===== src/rtl/perlin_noise_2d_defines.svh =====
// assertion macros for the perlin noise block
`ifndef PERLIN_NOISE_2D_DEFINES_SVH
`define PERLIN_NOISE_2D_DEFINES_SVH

`ifndef SYNTHESIS

// same-cycle implication, checked at every rising edge outside reset
`define PN2D_ASSERT_NOW(label, ante, cons, msg) \
   label: assert property (@(posedge clock) disable iff (reset) (ante) |-> (cons)) \
      else $error(msg);

// next-cycle implication, checked at every rising edge outside reset
`define PN2D_ASSERT_NEXT(label, ante, cons, msg) \
   label: assert property (@(posedge clock) disable iff (reset) (ante) |=> (cons)) \
      else $error(msg);

`else

`define PN2D_ASSERT_NOW(label, ante, cons, msg)
`define PN2D_ASSERT_NEXT(label, ante, cons, msg)

`endif

`endif


===== src/rtl/pn2d_pkg.sv =====
// shared types, widths and constants of the perlin noise block
`default_nettype none

package pn2d_pkg;

   // permutation table
   localparam int TABLE_SIZE = 256;
   localparam int IDX_W      = $clog2(TABLE_SIZE);
   localparam int ENTRY_W    = 8;

   // internal fixed-point widths
   localparam int Q_W     = 16;
   localparam int WIDE_W  = Q_W + Q_W;
   localparam int OFS_W   = Q_W + 2;
   localparam int GRAD_W  = Q_W + 3;
   localparam int DIFF_W  = GRAD_W + 1;
   localparam int FADE_W  = Q_W + 1;
   localparam int PROD_W  = FADE_W + 1 + DIFF_W;
   localparam int DIV_W   = PROD_W - Q_W;
   localparam int NOISE_W = 16;

   // fade polynomial 6t^5 - 15t^4 + 10t^3
   localparam int FADE_C6  = 6;
   localparam int FADE_C15 = 15;
   localparam int FADE_C10 = 10;
   localparam int SQ_W     = Q_W + Q_W;
   localparam int CUBE_W   = SQ_W + Q_W;
   localparam int P_W      = SQ_W + 4;
   localparam int P16_W    = P_W - Q_W;
   localparam int FP_W     = Q_W + P16_W;

   localparam logic signed [NOISE_W-1:0] NOISE_MAX = 16'sh7FFF;
   localparam logic signed [NOISE_W-1:0] NOISE_MIN = 16'sh8000;

   typedef enum logic {
      OP_LOAD = 1'b0,
      OP_EVAL = 1'b1
   } op_type;

   // pipeline stages
   localparam int ST_READ_A  = 0;
   localparam int ST_READ_B  = 1;
   localparam int ST_GRAD    = 2;
   localparam int ST_FADE    = 3;
   localparam int ST_MUL_X   = 4;
   localparam int ST_LERP_X  = 5;
   localparam int ST_DIFF_Y  = 6;
   localparam int ST_MUL_Y   = 7;
   localparam int ST_LERP_Y  = 8;
   localparam int ST_OUT     = 9;
   localparam int NUM_STAGES = 10;

   typedef logic [NUM_STAGES-1:0] stage_vec_type;

endpackage

`default_nettype wire


===== src/rtl/pn2d_perm_ram.sv =====
// permutation table copy: one write port, two registered read ports
`default_nettype none

module pn2d_perm_ram import pn2d_pkg::*; (
   input  wire logic               clock,
   input  wire logic               wr_en,
   input  wire logic [IDX_W-1:0]   wr_addr,
   input  wire logic [ENTRY_W-1:0] wr_data,
   input  wire logic               rd_en,
   input  wire logic [IDX_W-1:0]   rd_addr_a,
   input  wire logic [IDX_W-1:0]   rd_addr_b,
   output logic      [ENTRY_W-1:0] rd_data_a,
   output logic      [ENTRY_W-1:0] rd_data_b
);

   logic [ENTRY_W-1:0] perm_mem [TABLE_SIZE];
   logic [ENTRY_W-1:0] rd_a_ff;
   logic [ENTRY_W-1:0] rd_b_ff;

   // read returns the contents before a write at the same edge
   always_ff @(posedge clock) begin
      if (rd_en) begin
         rd_a_ff <= perm_mem[rd_addr_a];
         rd_b_ff <= perm_mem[rd_addr_b];
      end
      if (wr_en) begin
         perm_mem[wr_addr] <= wr_data;
      end
   end

   assign rd_data_a = rd_a_ff;
   assign rd_data_b = rd_b_ff;

endmodule

`default_nettype wire


===== config.mk =====
export PLATFORM = sky130hd
export DESIGN_NAME = pn2d_perm_ram
export DESIGN_NICKNAME = d
export VERILOG_FILES = /design/src/rtl/perlin_noise_2d_defines.svh /design/src/rtl/pn2d_pkg.sv /design/src/rtl/pn2d_perm_ram.sv
export SDC_FILE = /design/constraint.sdc
export NUM_CORES = 2
export LEC_CHECK = 0
export BUFFER_PORTS_ARGS = -buffer_cell sky130_fd_sc_hd__buf_2
export CORE_ASPECT_RATIO = 0.6
export CORE_MARGIN = 10
export CORE_UTILIZATION = 30
export CTS_CLUSTER_SIZE = 40
export DETAILED_ROUTE_END_ITERATION = 7
export MAX_ROUTING_LAYER = met4
export PLACE_DENSITY_LB_ADDON = 0.2
export SYNTH_ARGS = -nofsm -noshare
export SYNTH_HDL_FRONTEND = slang
export SYNTH_SLANG_ARGS = --single-unit
export TNS_END_PERCENT = 10

===== constraint.sdc =====
create_clock -name clock -period 3.42 [get_ports clock]
set_input_delay 0.684 -clock clock [delete_from_list [all_inputs] [get_ports clock]]
set_output_delay 0.684 -clock clock [all_outputs]
set_load 0.1 [all_outputs]

==> results.cfg <==
[status]
status = complete, but fails checks
violations = max-capacitance violations

[logic_synthesis]
synth_area_leader_cell = edfxtp_1
syn_area_mm2 = 0.09713
synth_commonest_cells = edfxtp_1, mux4_2, nor2_1, mux2i_1, clkbuf_1
synth-async-reset-ratio_pct = 0
synth.area.top_cells = edfxtp_1, mux4_2, mux2i_1
yosys.area.top_type_share_pct = 63.81
muxShareOfSynthArea_pct = 27.24
synth_top_family_by_area = multiplexers
synthAdderAreaFrac_pct = 0
synth_edf_count = 2064
synth_warnings = 0
synth_cell_type_count = 64
syn_nets = 4882
synth_compound_area_share_pct = 3.533
synth_xor_area_share_pct = 0
ys_seq_elements = 2064
yosys.area_share.simple_pct = 2.691
synth_most_common_cell = edfxtp_1
synthFlopType = edfxtp_1
ys_seq_area_share_pct = 63.81
syn_inst = 4847
syn_avg_cell_area_um2 = 20.04

[timing]
fin_crit_sh_pct = 96.53
slew_violations = 0
hold_ws_ns = 0.2903
tns_ns = 0
relSlewSlack_pct = 1.302
min_period_ns = 3.301
worstMarginPinSlew_ns = 1.475
finalClockSkew_ns = 0.03135
setup_viol = 0
max_freq_mhz = 302.9
rsz0062_at_grt = false
worst_slack_ns = 0.1188
hold_violations = 0

[cts]
numCtsBuffers = 205
cts.clk_slew.worst_paths_ns = 0.07
cts_buffer_depth = 4
root_buffer = clkbuf_16
cts_tree = built
ctsHoldBuffers = 0
clock_latency_ns = 0.89
cts_sinks = 2064
htree_num_levels = 4
cts_resized = 0
cts_setup_buffers = 0

[routing]
ant_nets = 0
drt_iter0_drc = 10030
drcViolationCount = 0
firstDrtPassIters = 6
routedWlPerCell_um = 37.68
via_per_inst = 5.878
totalWireLength_um = 383500
vias = 59830

[critical_path]
crit_path_end_kind = flip-flop
crit_type = in2reg
crit_fanout = 11
r2r_cells = 8
setup.worst_path.start_class = input port
arrival_ns = 3.94
required_ns = 4.06

[power_and_ir_drop]
p_leak_nw = 37.28
switching_share_pct = 24.93
p_int_mw = 42.59
finalPower_mw = 56.73
p_seq_share_pct = 49.3
p_comb_share_pct = 10.8
p_switching_mw = 14.14
power_density_mw_per_mm2 = 490.1
peakVddDrop_uv = 420.7
power_frac_clock_pct = 39.8

[floorplan]
dieWidth_um = 754.6
io_pins = 51
core_region_area_mm2 = 0.3215
initial_core_util_pct = 30.21
num_rows = 161
die_area_mm2 = 0.3477
die_height_um = 460.8

[grt]
overflow = 0
top_usage_layer = met1
grt_pass1_wl_um = 516400
grt_pass1_vias = 57230
use_met1_pct = 33.32
grtUsageMet3_pct = 7.202
met2_usage_pct = 28.57
grt_max_degree = 98
grt_usage_pct = 22.08
antenna_found_initial = 34

[place]
place_ws_ns = -0.7541
port_buffers = 50
hpwl_um = 273800
routabilityCongestion = 0.9094
dpl_cell_area_mm2 = 0.1093

[run]
maxCapViolCount = 1

[hold_path]
hp-class = in2reg
hold_depth = 1

[cells_and_area]
layout.nets = 5723
final_design_area_no_fill_mm2 = 0.1158
drive_above_1_share_pct = 41.78
area_delta_synth_final_pct = 19.17
[stage by stage]
stage	utilization (%)	instances
floorplan	-	4847
global placement	34.01	9800
detailed placement	34.01	9800
CTS	35.99	10160
global route	36.00	10170
finish	36.00	10180
[power by group through the flow]
| stage | Clock, mW | Combinational (mW) | Sequential (mW) |
|---|---|---|---|
| global route | 24.0 | 6.32 | 28.0 |
| CTS | 22.9 | 6.06 | 28.0 |
| detailed placement | 0 | 6.05 | 28.5 |
| floorplan | 0 | 2.76 | 28.7 |
| global placement | 0 | 6.05 | 28.5 |
| finish | 22.6 | 6.15 | 28.0 |
[critical path: stages]
cell and delay, ns:
buf_8 0.23, buf_12 0.20, buf_4 0.27, mux4_2 0.66
a22o_1 0.27, a221oi_1 0.51, buf_4 0.22, o22ai_1 0.12
nor3_1 0.46, buf_4 0.22, nor4_1 0.05
[flip-flops by register name, summed over array words and instances (netlist names)]
signal     cells
perm_mem    2048
rd_data_a      8
rd_data_b      8
[cell families after synthesis]
| family | after synthesis |
|---|---|
| buffers and inverters | 401 |
| AO/OA/AOI/OAI | 466 |
| multiplexers | 1325 |
| flip-flops | 2064 |
| AND/OR/NAND/NOR | 591 |
[placed cells by master, fill, tap and decap left out, types with 11 or more instances in the layout]
master,count
o21ai_0,34
a22o_1,22
nand2_1,113
nor3_1,21
o211ai_1,13
mux4_2,1051
bufinv_16,16
o31ai_1,11
nor2_1,296
nand3_1,46
a21oi_1,79
clkbuf_16,207
clkbuf_1,34
mux2i_1,236
and2_1,12
diode_2,15
buf_4,850
buf_2,33
clkinvlp_4,12
nand4_1,13
clkinv_1,41
buf_12,131
a211oi_1,28
a221oi_1,32
nor2b_1,23
o221ai_1,65
a22oi_1,62
mux2_2,38
edfxtp_1,2064
o22ai_1,48
clkinv_2,46
[worst paths after layout]
kind,end,startpoint,slack (ns)
hold reg to reg,rd_data_b[0]$_DFFE_PP_,perm_mem[253][0]$_DFFE_PP_,1.22
setup / recovery,rd_data_b[5]$_DFFE_PP_,rd_addr_b[0],0.12
hold / removal,perm_mem[94][1]$_DFFE_PP_,wr_data[1],0.29
setup reg to reg,rd_data_b[5]$_DFFE_PP_,perm_mem[211][5]$_DFFE_PP_,0.33
[layout make-up]
type / instances / area [um2]
well taps: 4319 / 5404
repair buffers: 1029 / 9384
diodes: 15 / 37.54
fillers: 29800 / 205800
flip-flops and latches: 2064 / 61980
clock buffers: 241 / 5308
inverters: 6 / 26.28
clock inverters: 123 / 1059
multi-input cells: 2382 / 32560
[per-layer routing]
metal	part of all wire, %	up-vias
met5	0	-
met1	45	32670
met3	13	453
met2	40	3929
li1	-	22780
met4	2.2	0
No activity file was read; power rests on OpenSTA's default activity.
