File: src/rtl/perlin_noise_2d_defines.svh
// assertion macros for the perlin noise block
`ifndef PERLIN_NOISE_2D_DEFINES_SVH
`define PERLIN_NOISE_2D_DEFINES_SVH

`ifndef SYNTHESIS

// same-cycle implication, checked at every rising edge outside reset
`define PN2D_ASSERT_NOW(label, ante, cons, msg) \
   label: assert property (@(posedge clock) disable iff (reset) (ante) |-> (cons)) \
      else $error(msg);

// next-cycle implication, checked at every rising edge outside reset
`define PN2D_ASSERT_NEXT(label, ante, cons, msg) \
   label: assert property (@(posedge clock) disable iff (reset) (ante) |=> (cons)) \
      else $error(msg);

`else

`define PN2D_ASSERT_NOW(label, ante, cons, msg)
`define PN2D_ASSERT_NEXT(label, ante, cons, msg)

`endif

`endif

File: src/rtl/pn2d_pkg.sv
// shared types, widths and constants of the perlin noise block
`default_nettype none

package pn2d_pkg;

   // permutation table
   localparam int TABLE_SIZE = 256;
   localparam int IDX_W      = $clog2(TABLE_SIZE);
   localparam int ENTRY_W    = 8;

   // internal fixed-point widths
   localparam int Q_W     = 16;
   localparam int WIDE_W  = Q_W + Q_W;
   localparam int OFS_W   = Q_W + 2;
   localparam int GRAD_W  = Q_W + 3;
   localparam int DIFF_W  = GRAD_W + 1;
   localparam int FADE_W  = Q_W + 1;
   localparam int PROD_W  = FADE_W + 1 + DIFF_W;
   localparam int DIV_W   = PROD_W - Q_W;
   localparam int NOISE_W = 16;

   // fade polynomial 6t^5 - 15t^4 + 10t^3
   localparam int FADE_C6  = 6;
   localparam int FADE_C15 = 15;
   localparam int FADE_C10 = 10;
   localparam int SQ_W     = Q_W + Q_W;
   localparam int CUBE_W   = SQ_W + Q_W;
   localparam int P_W      = SQ_W + 4;
   localparam int P16_W    = P_W - Q_W;
   localparam int FP_W     = Q_W + P16_W;

   localparam logic signed [NOISE_W-1:0] NOISE_MAX = 16'sh7FFF;
   localparam logic signed [NOISE_W-1:0] NOISE_MIN = 16'sh8000;

   typedef enum logic {
      OP_LOAD = 1'b0,
      OP_EVAL = 1'b1
   } op_type;

   // pipeline stages
   localparam int ST_READ_A  = 0;
   localparam int ST_READ_B  = 1;
   localparam int ST_GRAD    = 2;
   localparam int ST_FADE    = 3;
   localparam int ST_MUL_X   = 4;
   localparam int ST_LERP_X  = 5;
   localparam int ST_DIFF_Y  = 6;
   localparam int ST_MUL_Y   = 7;
   localparam int ST_LERP_Y  = 8;
   localparam int ST_OUT     = 9;
   localparam int NUM_STAGES = 10;

   typedef logic [NUM_STAGES-1:0] stage_vec_type;

endpackage

`default_nettype wire

File: src/rtl/pn2d_fade.sv
// three-stage quintic fade of one Q0.16 fraction
`default_nettype none

module pn2d_fade import pn2d_pkg::*; (
   input  wire logic              clock,
   input  wire stage_vec_type     stage_en,
   input  wire logic [Q_W-1:0]    frac,
   output logic      [FADE_W-1:0] fade
);

   logic [SQ_W-1:0]   sq_ff;
   logic [SQ_W-1:0]   sq_in;
   logic [Q_W-1:0]    f_ff;
   logic [CUBE_W-1:0] cube;
   logic [P_W-1:0]    poly;
   logic [Q_W-1:0]    t3_ff;
   logic [Q_W-1:0]    t3_in;
   logic [P16_W-1:0]  p16_ff;
   logic [P16_W-1:0]  p16_in;
   logic [FP_W-1:0]   fprod;
   logic [FADE_W-1:0] fade_ff;
   logic [FADE_W-1:0] fade_in;

   always_comb begin
      sq_in  = SQ_W'(frac) * SQ_W'(frac);
      cube   = CUBE_W'(sq_ff) * CUBE_W'(f_ff);
      t3_in  = cube[CUBE_W-1 -: Q_W];
      // never negative, so modular arithmetic is exact
      poly   = (P_W'(FADE_C10) << SQ_W) + P_W'(sq_ff) * P_W'(FADE_C6)
             - ((P_W'(f_ff) * P_W'(FADE_C15)) << Q_W);
      p16_in = poly[P_W-1:Q_W];
      fprod  = FP_W'(t3_ff) * FP_W'(p16_ff);
      fade_in = fprod[Q_W +: FADE_W];
   end

   always_ff @(posedge clock) begin
      if (stage_en[ST_READ_B]) begin
         sq_ff <= sq_in;
         f_ff  <= frac;
      end
      if (stage_en[ST_GRAD]) begin
         t3_ff  <= t3_in;
         p16_ff <= p16_in;
      end
      if (stage_en[ST_FADE]) begin
         fade_ff <= fade_in;
      end
   end

   assign fade = fade_ff;

endmodule

`default_nettype wire

File: config.mk
export PLATFORM = sky130hd
export DESIGN_NAME = pn2d_fade
export DESIGN_NICKNAME = d
export VERILOG_FILES = /design/src/rtl/perlin_noise_2d_defines.svh /design/src/rtl/pn2d_pkg.sv /design/src/rtl/pn2d_fade.sv
export SDC_FILE = /design/constraint.sdc
export NUM_CORES = 2
export LEC_CHECK = 0
export BUFFER_PORTS_ARGS = -buffer_cell sky130_fd_sc_hd__buf_2
export CORE_MARGIN = 1.5
export CORE_UTILIZATION = 64
export DETAILED_ROUTE_END_ITERATION = 8
export GPL_ROUTABILITY_DRIVEN = 0
export HOLD_SLACK_MARGIN = 0.08
export PLACE_DENSITY = 0.79
export RECOVER_POWER = 50
export SKIP_CTS_REPAIR_TIMING = 1
export SYNTH_ARGS = -nofsm -noshare
export SYNTH_HDL_FRONTEND = slang
export SYNTH_SLANG_ARGS = --single-unit
File: constraint.sdc
create_clock -name clock -period 16.6 [get_ports clock]
set_input_delay 1.66 -clock clock [delete_from_list [all_inputs] [get_ports clock]]
set_output_delay 1.66 -clock clock [all_outputs]
set_load 0.01 [all_outputs]
==> flow_summary.toml <==
[synth]
synth_edf_count = 99
syn_area_sq_mm = 0.03923
yosysSeqAreaShare = 0.07579
yosys_warnings = 0
ys_ff_latch = 99
synthSimpleGateAreaFrac = 0.1480
synthAdderAreaFrac = 0.5670
syn_avg_cell_area_sq_um = 9.131
synthArstFlopShare = 0
synth_compound_area_frac = 0.06622
synth.mux.area_fraction = 0.0008293
synthCells = 4296
synth_top_family_by_area = "adder cells"
synth_top_flop_cell = "edfxtp_1"
synth-xor-area-share = 0.02769
synth_cell_types = 69

[timing]
timing.fmax_mhz = 121.7
hold_slack_ns = 1.204
tns_ns = 0
drv_slew = 84
finalCriticalPeriod_ns = 8.215
worst_pin_slew_ns = 2.394
hold_violations = 0
rsz0062_at_grt = "no"
relSlewSlack = -0.5958
setup_viol = 0
finalCritPeriodShare = 0.4949
clock-skew-final_ns = 0.01364

[critical_path]
crit_family = "adder cells"
crit_chain = "clkbuf_1 > inv_1 > nor2_1 > fa_1 > fa_1 > inv_1 > fa_1 > fa_1 > fa_1 > fa_1 > inv_1 > ha_1 > a21o_1 > a21oi_1 > o21bai_1 > a2111oi_1 > nor2_1 > o31a_1 > o21ai_1 > or4b_1 > o311ai_0"
start_kind = "primary input"
slowest_delay_ns = 0.64
path_common_cell = "fa_1"
cp_slowest_cell = "clkbuf_1"
crit_fanout = 16
crit_arrival_ns = 8.38
cp-end-kind = "register"
crit_path_start = "frac[13]"
crit_buf_inv = 4
timing.rr.start = "sq_ff[26]"
crit_required_ns = 16.77
path_class = "primary input to register"

[layout]
fillers = 4807
drive_above_1_share = 0.01893
antenna_cells = 0
nets = 5515
syn2layout_area_growth_pct = 2.695
mostFrequentLayoutCell = "inv_1"
most-common-layout-cells = "1043 x inv_1, 851 x fa_1, 607 x nand2_1, 416 x ha_1, 347 x and2_1"

[die]
die_x_um = 250.6
core.rowCount = 90
die-area_sq_mm = 0.06279
die_h_um = 250.6
num_io_pins = 44
design.core.area_sq_mm = 0.06047
start_util = 0.6487

[cts]
cts_tree = "built"
clk-insertion-delay-late_ns = 0.39
cts_buffers = 9
cts_max_level = 3
clk_pin_slew_ns = 0.07
clk_path_buf_depth = 2
numClockSinks = 99
cts_root_buffer = "clkbuf_16"

[job]
cap_violations = 2

[detailed_routing]
vias = 28004
wl_um = 85990
viasPerCell = 5.592
drtIter0Drc = 1598
drcViolationCount = 0
ant_nets = 0
drt_pass1_iterations = 7
wl_per_cell_um = 17.17

[global_routing]
antenna_found_initial = 1
grt_max_degree = 47
grt_pass1_wl_um = 147800
grt_pass1_vias = 30717
overflow = 0
track_usage = 0.2931

[run_status]
violations = "max-capacitance violations, max-slew violations"
status = "complete, but fails checks"

[min_path]
hp-start = "t3_ff[15]"
hold_path_class = "register to register"

[place]
post-dp-hpwl_um = 68130
io_buffers = 36
-- state kept, by name, indices dropped and copies added, names as in the netlist --
name	cells
t3_ff	16
sq_ff	31
p16_ff	20
fade	17
f_ff	15
-- cell type report --
class	instances	area, sq um	area share
clock buffers	11	232.7	0.005777
clock inverters	5	61.31	0.001522
flip-flops and latches	99	2973	0.07380
inverters	1043	3915	0.09719
repair buffers	59	329.1	0.008169
well taps	782	978.4	0.02429
multi-input cells	3009	31790	0.7893
-- metrics by stage --
| step | instance area, sq um | util | setup WS [ns] | instances |
|---|---|---|---|---|
| finish | 40280 | 0.6662 | 8.385 | 5008 |
| global route | 40280 | 0.6662 | 7.903 | 5008 |
| CTS | 40310 | 0.6666 | 8.828 | 5008 |
| detailed placement | 40010 | 0.6617 | 8.424 | 4992 |
| global placement | 40010 | 0.6617 | 8.458 | 4992 |
| floorplan | 39250 | - | 9.090 | 4302 |
-- metal layers --
metal / track usage / share of wire
met1: 0.3707 / 0.40
met2: 0.5105 / 0.49
met3: 0.04957 / 0.071
met4: 0.1003 / 0.034
met5: 0 / 0
-- path summary, 6_finish.rpt --
kind | endpoint | slack [ns] | depth (start not counted)
worst max-delay path | sq_ff[25] | 8.38 | 21
worst min-delay path | fade[16] | 1.20 | 5
worst max register to register | t3_ff[15] | 9.12 | 22
worst min register to register | fade[16] | 1.20 | 5
-- cells in the mapped netlist (3+ instances only) --
master / n / area share
inv_1: 1043 / 0.10
fa_1: 851 / 0.43
nand2_1: 607 / 0.058
ha_1: 416 / 0.13
and2_1: 347 / 0.055
clkbuf_1: 151 / 0.014
a21oi_1: 110 / 0.014
nor2_1: 106 / 0.010
edfxtp_1: 99 / 0.076
xnor2_1: 91 / 0.020
a21o_1: 65 / 0.012
o21ai_0: 55 / 0.0070
nand3_1: 34 / 0.0043
xor2_1: 33 / 0.0074
nor3_1: 29 / 0.0037
o21a_1: 24 / 0.0046
and3_1: 20 / 0.0032
nor2b_1: 19 / 0.0030
o21bai_1: 17 / 0.0033
nand2b_1: 16 / 0.0026
o211ai_1: 13 / 0.0025
a211oi_1: 11 / 0.0021
nand4_1: 11 / 0.0018
or3_1: 10 / 0.0016
a31oi_1: 8 / 0.0013
a21boi_0: 7 / 0.0013
or2_2: 7 / 0.0011
o311ai_0: 6 / 0.0013
nand3b_1: 5 / 0.00096
o21ai_1: 5 / 0.00064
o31ai_1: 5 / 0.00096
a211o_1: 4 / 0.00089
a41oi_1: 4 / 0.00089
o2111ai_1: 4 / 0.00089
a2111o_1: 3 / 0.00086
a2bb2oi_1: 3 / 0.00067
a31o_2: 3 / 0.00067
o21ba_2: 3 / 0.00077
o221ai_1: 3 / 0.00067
o31a_1: 3 / 0.00067
o41ai_1: 3 / 0.00067
or4_1: 3 / 0.00057
-- worst register-to-register path, cell delays in order (launching register included) --
cell,delay (ns)
edfxtp_1,0.98
nand2_1,0.21
fa_1,0.58
inv_1,0.05
fa_1,0.48
inv_1,0.05
fa_1,0.50
inv_1,0.06
fa_1,0.50
fa_1,0.50
inv_1,0.05
fa_1,0.47
inv_1,0.04
ha_1,0.41
nand3_1,0.13
nor2_1,0.16
nand2_1,0.18
or4_1,0.69
a31oi_1,0.57
o2111ai_1,0.24
nand3_1,0.12
o211ai_1,0.11
xnor2_1,0.15
-- cell families after synthesis --
group,Yosys count
buf+inv,1194
other cells,2
mux,3
simple gates,1222
compound gates,385
xor+xnor,124
flops,99
fa+ha+maj,1267
Power is left out: the tool's default activity adds up to more than one toggle a clock period on the data nets, which glitch-free logic cannot reach.
