<file path="config.mk">
export PLATFORM = sky130hd
export DESIGN_NAME = pn2d_blend
export DESIGN_NICKNAME = d
export VERILOG_FILES = /design/src/rtl/perlin_noise_2d_defines.svh /design/src/rtl/pn2d_pkg.sv /design/src/rtl/pn2d_blend.sv
export SDC_FILE = /design/constraint.sdc
export NUM_CORES = 2
export LEC_CHECK = 0
export BUFFER_PORTS_ARGS = -buffer_cell sky130_fd_sc_hd__buf_2
export CORE_ASPECT_RATIO = 2
export CORE_UTILIZATION = 45
export DETAILED_ROUTE_END_ITERATION = 8
export GPL_TIMING_DRIVEN = 1
export SLEW_MARGIN = 15
export SYNTH_ARGS = -nofsm -noshare
export SYNTH_HDL_FRONTEND = slang
export SYNTH_SLANG_ARGS = --single-unit
</file>
<file path="constraint.sdc">
create_clock -name clock -period 14.6 [get_ports clock]
set_input_delay 0.73 -clock clock [delete_from_list [all_inputs] [get_ports clock]]
set_output_delay 0.73 -clock clock [all_outputs]
set_load 0.05 [all_outputs]
</file>
<file path="src/rtl/perlin_noise_2d_defines.svh">
// assertion macros for the perlin noise block
`ifndef PERLIN_NOISE_2D_DEFINES_SVH
`define PERLIN_NOISE_2D_DEFINES_SVH

`ifndef SYNTHESIS

// same-cycle implication, checked at every rising edge outside reset
`define PN2D_ASSERT_NOW(label, ante, cons, msg) \
   label: assert property (@(posedge clock) disable iff (reset) (ante) |-> (cons)) \
      else $error(msg);

// next-cycle implication, checked at every rising edge outside reset
`define PN2D_ASSERT_NEXT(label, ante, cons, msg) \
   label: assert property (@(posedge clock) disable iff (reset) (ante) |=> (cons)) \
      else $error(msg);

`else

`define PN2D_ASSERT_NOW(label, ante, cons, msg)
`define PN2D_ASSERT_NEXT(label, ante, cons, msg)

`endif

`endif

</file>
<file path="src/rtl/pn2d_pkg.sv">
// shared types, widths and constants of the perlin noise block
`default_nettype none

package pn2d_pkg;

   // permutation table
   localparam int TABLE_SIZE = 256;
   localparam int IDX_W      = $clog2(TABLE_SIZE);
   localparam int ENTRY_W    = 8;

   // internal fixed-point widths
   localparam int Q_W     = 16;
   localparam int WIDE_W  = Q_W + Q_W;
   localparam int OFS_W   = Q_W + 2;
   localparam int GRAD_W  = Q_W + 3;
   localparam int DIFF_W  = GRAD_W + 1;
   localparam int FADE_W  = Q_W + 1;
   localparam int PROD_W  = FADE_W + 1 + DIFF_W;
   localparam int DIV_W   = PROD_W - Q_W;
   localparam int NOISE_W = 16;

   // fade polynomial 6t^5 - 15t^4 + 10t^3
   localparam int FADE_C6  = 6;
   localparam int FADE_C15 = 15;
   localparam int FADE_C10 = 10;
   localparam int SQ_W     = Q_W + Q_W;
   localparam int CUBE_W   = SQ_W + Q_W;
   localparam int P_W      = SQ_W + 4;
   localparam int P16_W    = P_W - Q_W;
   localparam int FP_W     = Q_W + P16_W;

   localparam logic signed [NOISE_W-1:0] NOISE_MAX = 16'sh7FFF;
   localparam logic signed [NOISE_W-1:0] NOISE_MIN = 16'sh8000;

   typedef enum logic {
      OP_LOAD = 1'b0,
      OP_EVAL = 1'b1
   } op_type;

   // pipeline stages
   localparam int ST_READ_A  = 0;
   localparam int ST_READ_B  = 1;
   localparam int ST_GRAD    = 2;
   localparam int ST_FADE    = 3;
   localparam int ST_MUL_X   = 4;
   localparam int ST_LERP_X  = 5;
   localparam int ST_DIFF_Y  = 6;
   localparam int ST_MUL_Y   = 7;
   localparam int ST_LERP_Y  = 8;
   localparam int ST_OUT     = 9;
   localparam int NUM_STAGES = 10;

   typedef logic [NUM_STAGES-1:0] stage_vec_type;

endpackage

`default_nettype wire

</file>
<file path="src/rtl/pn2d_blend.sv">
// corner gradients and bilinear interpolation pipeline
`default_nettype none

module pn2d_blend import pn2d_pkg::*; (
   input  wire logic                      clock,
   input  wire stage_vec_type             stage_en,
   input  wire logic [Q_W-1:0]            frac_x,
   input  wire logic [Q_W-1:0]            frac_y,
   input  wire logic [IDX_W-1:0]          hash_aa,
   input  wire logic [IDX_W-1:0]          hash_ab,
   input  wire logic [IDX_W-1:0]          hash_ba,
   input  wire logic [IDX_W-1:0]          hash_bb,
   input  wire logic [FADE_W-1:0]         fade_u,
   input  wire logic [FADE_W-1:0]         fade_v,
   output logic signed [NOISE_W-1:0]      noise
);

   // four-direction gradient: the sum of +-dx and +-dy, picked by hash bits
   function automatic logic signed [GRAD_W-1:0] grad(
      input logic        [IDX_W-1:0] hash,
      input logic signed [OFS_W-1:0] dx,
      input logic signed [OFS_W-1:0] dy
   );
      logic signed [GRAD_W-1:0] a;
      logic signed [GRAD_W-1:0] b;
      a = hash[2] ? GRAD_W'(dy) : GRAD_W'(dx);
      b = hash[2] ? GRAD_W'(dx) : GRAD_W'(dy);
      if (hash[0]) a = -a;
      if (hash[1]) b = -b;
      return a + b;
   endfunction

   // product scaled down by 2^16, rounded toward zero
   function automatic logic signed [DIV_W-1:0] scale_down(
      input logic signed [PROD_W-1:0] p
   );
      logic signed [DIV_W-1:0] q;
      q = p[PROD_W-1:Q_W];
      if (p[PROD_W-1] && (p[Q_W-1:0] != '0)) q = q + DIV_W'(1);
      return q;
   endfunction

   logic [Q_W-1:0] fx_ff;
   logic [Q_W-1:0] fy_ff;
   logic signed [OFS_W-1:0] dx0, dx1, dy0, dy1;

   logic signed [GRAD_W-1:0] g_aa_ff, g_ab_ff, g_ba_ff, g_bb_ff;
   logic signed [GRAD_W-1:0] g_aa_in, g_ab_in, g_ba_in, g_bb_in;

   logic signed [DIFF_W-1:0] d_lo_ff, d_hi_ff, d_lo_in, d_hi_in;
   logic signed [GRAD_W-1:0] ga3_ff, gb3_ff;

   logic signed [PROD_W-1:0] p_lo_ff, p_hi_ff, p_lo_in, p_hi_in;
   logic signed [GRAD_W-1:0] ga4_ff, gb4_ff;
   logic [FADE_W-1:0]        v4_ff, v5_ff, v6_ff;

   logic signed [GRAD_W-1:0] x1_ff, x2_ff, x1_in, x2_in;

   logic signed [DIFF_W-1:0] dd_ff, dd_in;
   logic signed [GRAD_W-1:0] x1_6_ff, x1_7_ff;

   logic signed [PROD_W-1:0] prod_ff, prod_in;
   logic signed [GRAD_W-1:0] r_ff, r_in;

   logic signed [GRAD_W-3:0]  q4;
   logic signed [NOISE_W-1:0] noise_ff, noise_in;

   always_comb begin
      dx0 = $signed({2'b00, fx_ff});
      dx1 = $signed({2'b11, fx_ff});
      dy0 = $signed({2'b00, fy_ff});
      dy1 = $signed({2'b11, fy_ff});

      g_aa_in = grad(hash_aa, dx0, dy0);
      g_ba_in = grad(hash_ba, dx1, dy0);
      g_ab_in = grad(hash_ab, dx0, dy1);
      g_bb_in = grad(hash_bb, dx1, dy1);

      d_lo_in = DIFF_W'(g_ba_ff) - DIFF_W'(g_aa_ff);
      d_hi_in = DIFF_W'(g_bb_ff) - DIFF_W'(g_ab_ff);

      p_lo_in = PROD_W'($signed({1'b0, fade_u})) * PROD_W'(d_lo_ff);
      p_hi_in = PROD_W'($signed({1'b0, fade_u})) * PROD_W'(d_hi_ff);

      x1_in = GRAD_W'(DIV_W'(ga4_ff) + scale_down(p_lo_ff));
      x2_in = GRAD_W'(DIV_W'(gb4_ff) + scale_down(p_hi_ff));

      dd_in   = DIFF_W'(x2_ff) - DIFF_W'(x1_ff);
      prod_in = PROD_W'($signed({1'b0, v6_ff})) * PROD_W'(dd_ff);
      r_in    = GRAD_W'(DIV_W'(x1_7_ff) + scale_down(prod_ff));

      // divide by four toward zero, then clamp
      q4 = r_ff[GRAD_W-1:2];
      if (r_ff[GRAD_W-1] && (r_ff[1:0] != 2'b00)) q4 = q4 + (GRAD_W-2)'(1);
      if (q4[GRAD_W-3] != q4[NOISE_W-1]) begin
         noise_in = q4[GRAD_W-3] ? NOISE_MIN : NOISE_MAX;
      end else begin
         noise_in = q4[NOISE_W-1:0];
      end
   end

   always_ff @(posedge clock) begin
      if (stage_en[ST_READ_B]) begin
         fx_ff <= frac_x;
         fy_ff <= frac_y;
      end
      if (stage_en[ST_GRAD]) begin
         g_aa_ff <= g_aa_in;
         g_ab_ff <= g_ab_in;
         g_ba_ff <= g_ba_in;
         g_bb_ff <= g_bb_in;
      end
      if (stage_en[ST_FADE]) begin
         d_lo_ff <= d_lo_in;
         d_hi_ff <= d_hi_in;
         ga3_ff  <= g_aa_ff;
         gb3_ff  <= g_ab_ff;
      end
      if (stage_en[ST_MUL_X]) begin
         p_lo_ff <= p_lo_in;
         p_hi_ff <= p_hi_in;
         ga4_ff  <= ga3_ff;
         gb4_ff  <= gb3_ff;
         v4_ff   <= fade_v;
      end
      if (stage_en[ST_LERP_X]) begin
         x1_ff <= x1_in;
         x2_ff <= x2_in;
         v5_ff <= v4_ff;
      end
      if (stage_en[ST_DIFF_Y]) begin
         dd_ff   <= dd_in;
         x1_6_ff <= x1_ff;
         v6_ff   <= v5_ff;
      end
      if (stage_en[ST_MUL_Y]) begin
         prod_ff <= prod_in;
         x1_7_ff <= x1_6_ff;
      end
      if (stage_en[ST_LERP_Y]) begin
         r_ff <= r_in;
      end
      if (stage_en[ST_OUT]) begin
         noise_ff <= noise_in;
      end
   end

   assign noise = noise_ff;

endmodule

`default_nettype wire

</file>
==> flow_summary.json <==
{
  "cts_tree": "yes",
  "status": "completed",
  "worstMarginPinSlew_ps": 1090,
  "critPathMaxFanout": 20,
  "cts-root-buf": "clkbuf_16",
  "clk_pin_slew_ps": 70,
  "track_usage_pct": 23.9,
  "rsz0062_at_grt": "no",
  "hold_path_class": "in2reg",
  "syn_nets": 8629,
  "grt_pass1_vias": 52600,
  "min_period_ps": 8300,
  "die_area_um2": 153000,
  "maxSlewViolCount": 0,
  "synth.avg_cell_area_um2": 9.71,
  "period_share_pct": 56.9,
  "cts_buffer_depth": 3,
  "h-tree-depth": 2,
  "chipHeight_um": 552,
  "num_vias": 47700,
  "setup_viol": 0,
  "cp_slowest_stage_delay_ps": 1050,
  "synth_seq_cells": 514,
  "yosys_warnings": 0,
  "cp.buffers_inverters": 5,
  "required_ps": 14960,
  "drive_above_1_share_pct": 4.45,
  "ys_seq_area_share_pct": 22.7,
  "post_cts_resized": 0,
  "cts_setup_buffers": 0,
  "fin_nets": 8579,
  "synth_top_area_share_pct": 30.4,
  "maxSlewHeadroom_pct": 27.4,
  "finalClockSkew_ps": 39.1,
  "routedWlPerCell_um": 19.9,
  "synth_cells": 7010,
  "start_util_pct": 45.4,
  "hold_buffers": 0,
  "slowest_stage": "edfxtp_1",
  "synth.largest_area_cell": "fa_1",
  "setup_tns_ps": 0,
  "drt_iter0_markers": 2027,
  "synth_common_cells": "1486 x inv_1, 1033 x fa_1, 734 x nand2_1",
  "rows": 201,
  "critPathCaptureType": "flop",
  "clock_latency_ps": 670,
  "port_buffers": 103,
  "crit_arrival_ps": 8660,
  "areaGrowthSynthToFinish_pct": 6.07,
  "place_congestion": 0.964,
  "synth_edf_count": 514,
  "die_w_um": 277,
  "first_pass_iters": 7,
  "synth_area_um2": 68000,
  "maxCapViolCount": 0,
  "synth.distinct_cells": 85,
  "route.detailed.drc": 0,
  "io_pins": 125,
  "wirelength_um": 178000,
  "core_area_um2": 150000,
  "cts.sinks": 514,
  "hpwl_um": 145000,
  "synth_top_cells_by_area": "fa_1 30%, edfxtp_1 23%, ha_1 8.8%",
  "cpLargestDelayFamily": "adder cells",
  "path_class": "reg2reg",
  "cts_buffers": 53,
  "ys.flop_type": "edfxtp_1",
  "worstPathCellList": "nand2_1 -> fa_1 -> inv_1 -> fa_1 -> inv_1 -> fa_1 -> inv_1 -> fa_1 -> fa_1 -> inv_1 -> fa_1 -> inv_1 -> ha_1 -> and2_1 -> a221oi_1 -> o221ai_1 -> o41a_1 -> and3_1 -> o21ai_1 -> and2_1 -> o21ai_1 -> xor2_1",
  "antenna_found_initial": 14,
  "crit_top_cell": "fa_1",
  "fillCellCount": 14200,
  "grt_overflow": 0,
  "hold_viol_final": 0,
  "synth.most_common_cell": "inv_1",
  "grt_max_degree": 83,
  "grt_first_pass_wirelength_um": 281000,
  "ant_nets": 0,
  "async_reset_ff_share_pct": 0,
  "routed_via_density": 5.34,
  "critPathLaunchType": "flop",
  "fmax_mhz": 120
}
## final timing paths
kind / to / slack, ps / depth (start not counted) / startpoint
worst min-delay path: fx_ff[1]$_DFFE_PP_ / 240 / 1 / frac_x[1]
worst max-delay path: prod_ff[33]$_DFFE_PP_ / 6300 / 22 / v6_ff[9]$_DFFE_PP_
worst max register to register: prod_ff[33]$_DFFE_PP_ / 6300 / 22 / v6_ff[9]$_DFFE_PP_
worst min register to register: v6_ff[4]$_DFFE_PP_ / 410 / 0 / v5_ff[4]$_DFFE_PP_
## layout by cell type, fill, tap and decap left out, types with 48 or more instances in the layout
master,Yosys,routed
nand2_1,734,734
inv_1,1486,1486
buf_2,19,100
clkbuf_16,0,53
nand3_1,77,77
fa_1,1033,1033
o21ai_0,194,194
a21oi_1,225,225
mux2i_1,111,111
nor2_1,236,236
xor2_1,160,160
and2_1,519,519
nor3_1,105,105
ha_1,477,477
a21o_1,56,56
buf_4,1,48
edfxtp_1,514,514
xnor2_1,276,276
## metrics by stage
step,setup slack [ps],std cells,utilization [%],area [um^2],hold slack (ps)
floorplan,8000,7010,-,68000,400
CTS,6390,8932,48.1,72200,204
global placement,6430,8833,46.9,70300,401
global route,6240,8935,48.1,72200,225
detailed placement,6380,8833,46.9,70300,405
finish,6300,8938,48.2,72200,237
## worst register-to-register path, stage by stage (launching register included)
cell and delay, ps:
edfxtp_1 1050, nand2_1 220, fa_1 580, inv_1 50, fa_1 500, inv_1 50, fa_1 540, inv_1 50
fa_1 440, fa_1 490, inv_1 50, fa_1 610, inv_1 80, ha_1 340, and2_1 190, a221oi_1 520
o221ai_1 230, o41a_1 480, and3_1 250, o21ai_1 330, and2_1 270, o21ai_1 90, xor2_1 620
## flip-flops by register name, summed over array words and instances (netlist names), 20 cells and up
| name | flops |
|---|---|
| p_lo_ff | 36 |
| dd_ff | 20 |
| p_hi_ff | 36 |
| prod_ff | 36 |
| d_lo_ff | 20 |
| d_hi_ff | 20 |
## layout make-up
cell class              count  area, um^2  share of cell area (%)
multi-input cells        4755       46000                    63.8
inverters                1487        5580                    7.73
repair buffers            149         872                    1.21
clock buffers              55        1330                    1.85
clock inverters            44         494                   0.685
diodes                      6        15.0                  0.0208
well taps                1928        2410                    3.34
flip-flops and latches    514       15400                    21.4
## kinds of logic (layout without fill, tap and decap cells)
| logic type | after synthesis | in the layout | share of synthesized area, % |
|---|---|---|---|
| adder cells (fa/ha/maj) | 1510 | 1510 | 39.2 |
| multiplexers | 144 | 144 | 2.18 |
| other | 0 | 6 | 0 |
| XOR/XNOR | 437 | 437 | 5.64 |
| buffers and inverters | 1741 | 1735 | 9.67 |
| flip-flops | 514 | 514 | 22.7 |
| AO/OA/AOI/OAI | 733 | 733 | 6.69 |
| AND/OR/NAND/NOR | 1931 | 1931 | 14.0 |
## routing by layer
metal	vias up	global-route usage (%)	part of all wire, %
met5	-	0	0.031
met4	8	16.3	7.7
met3	544	2.08	2.9
met2	1103	49.4	58
met1	24200	21.4	31
li1	21900	-	-
Power is not shown: default switching activity piles up to over one toggle a cycle in this logic, so the estimate is an artifact.
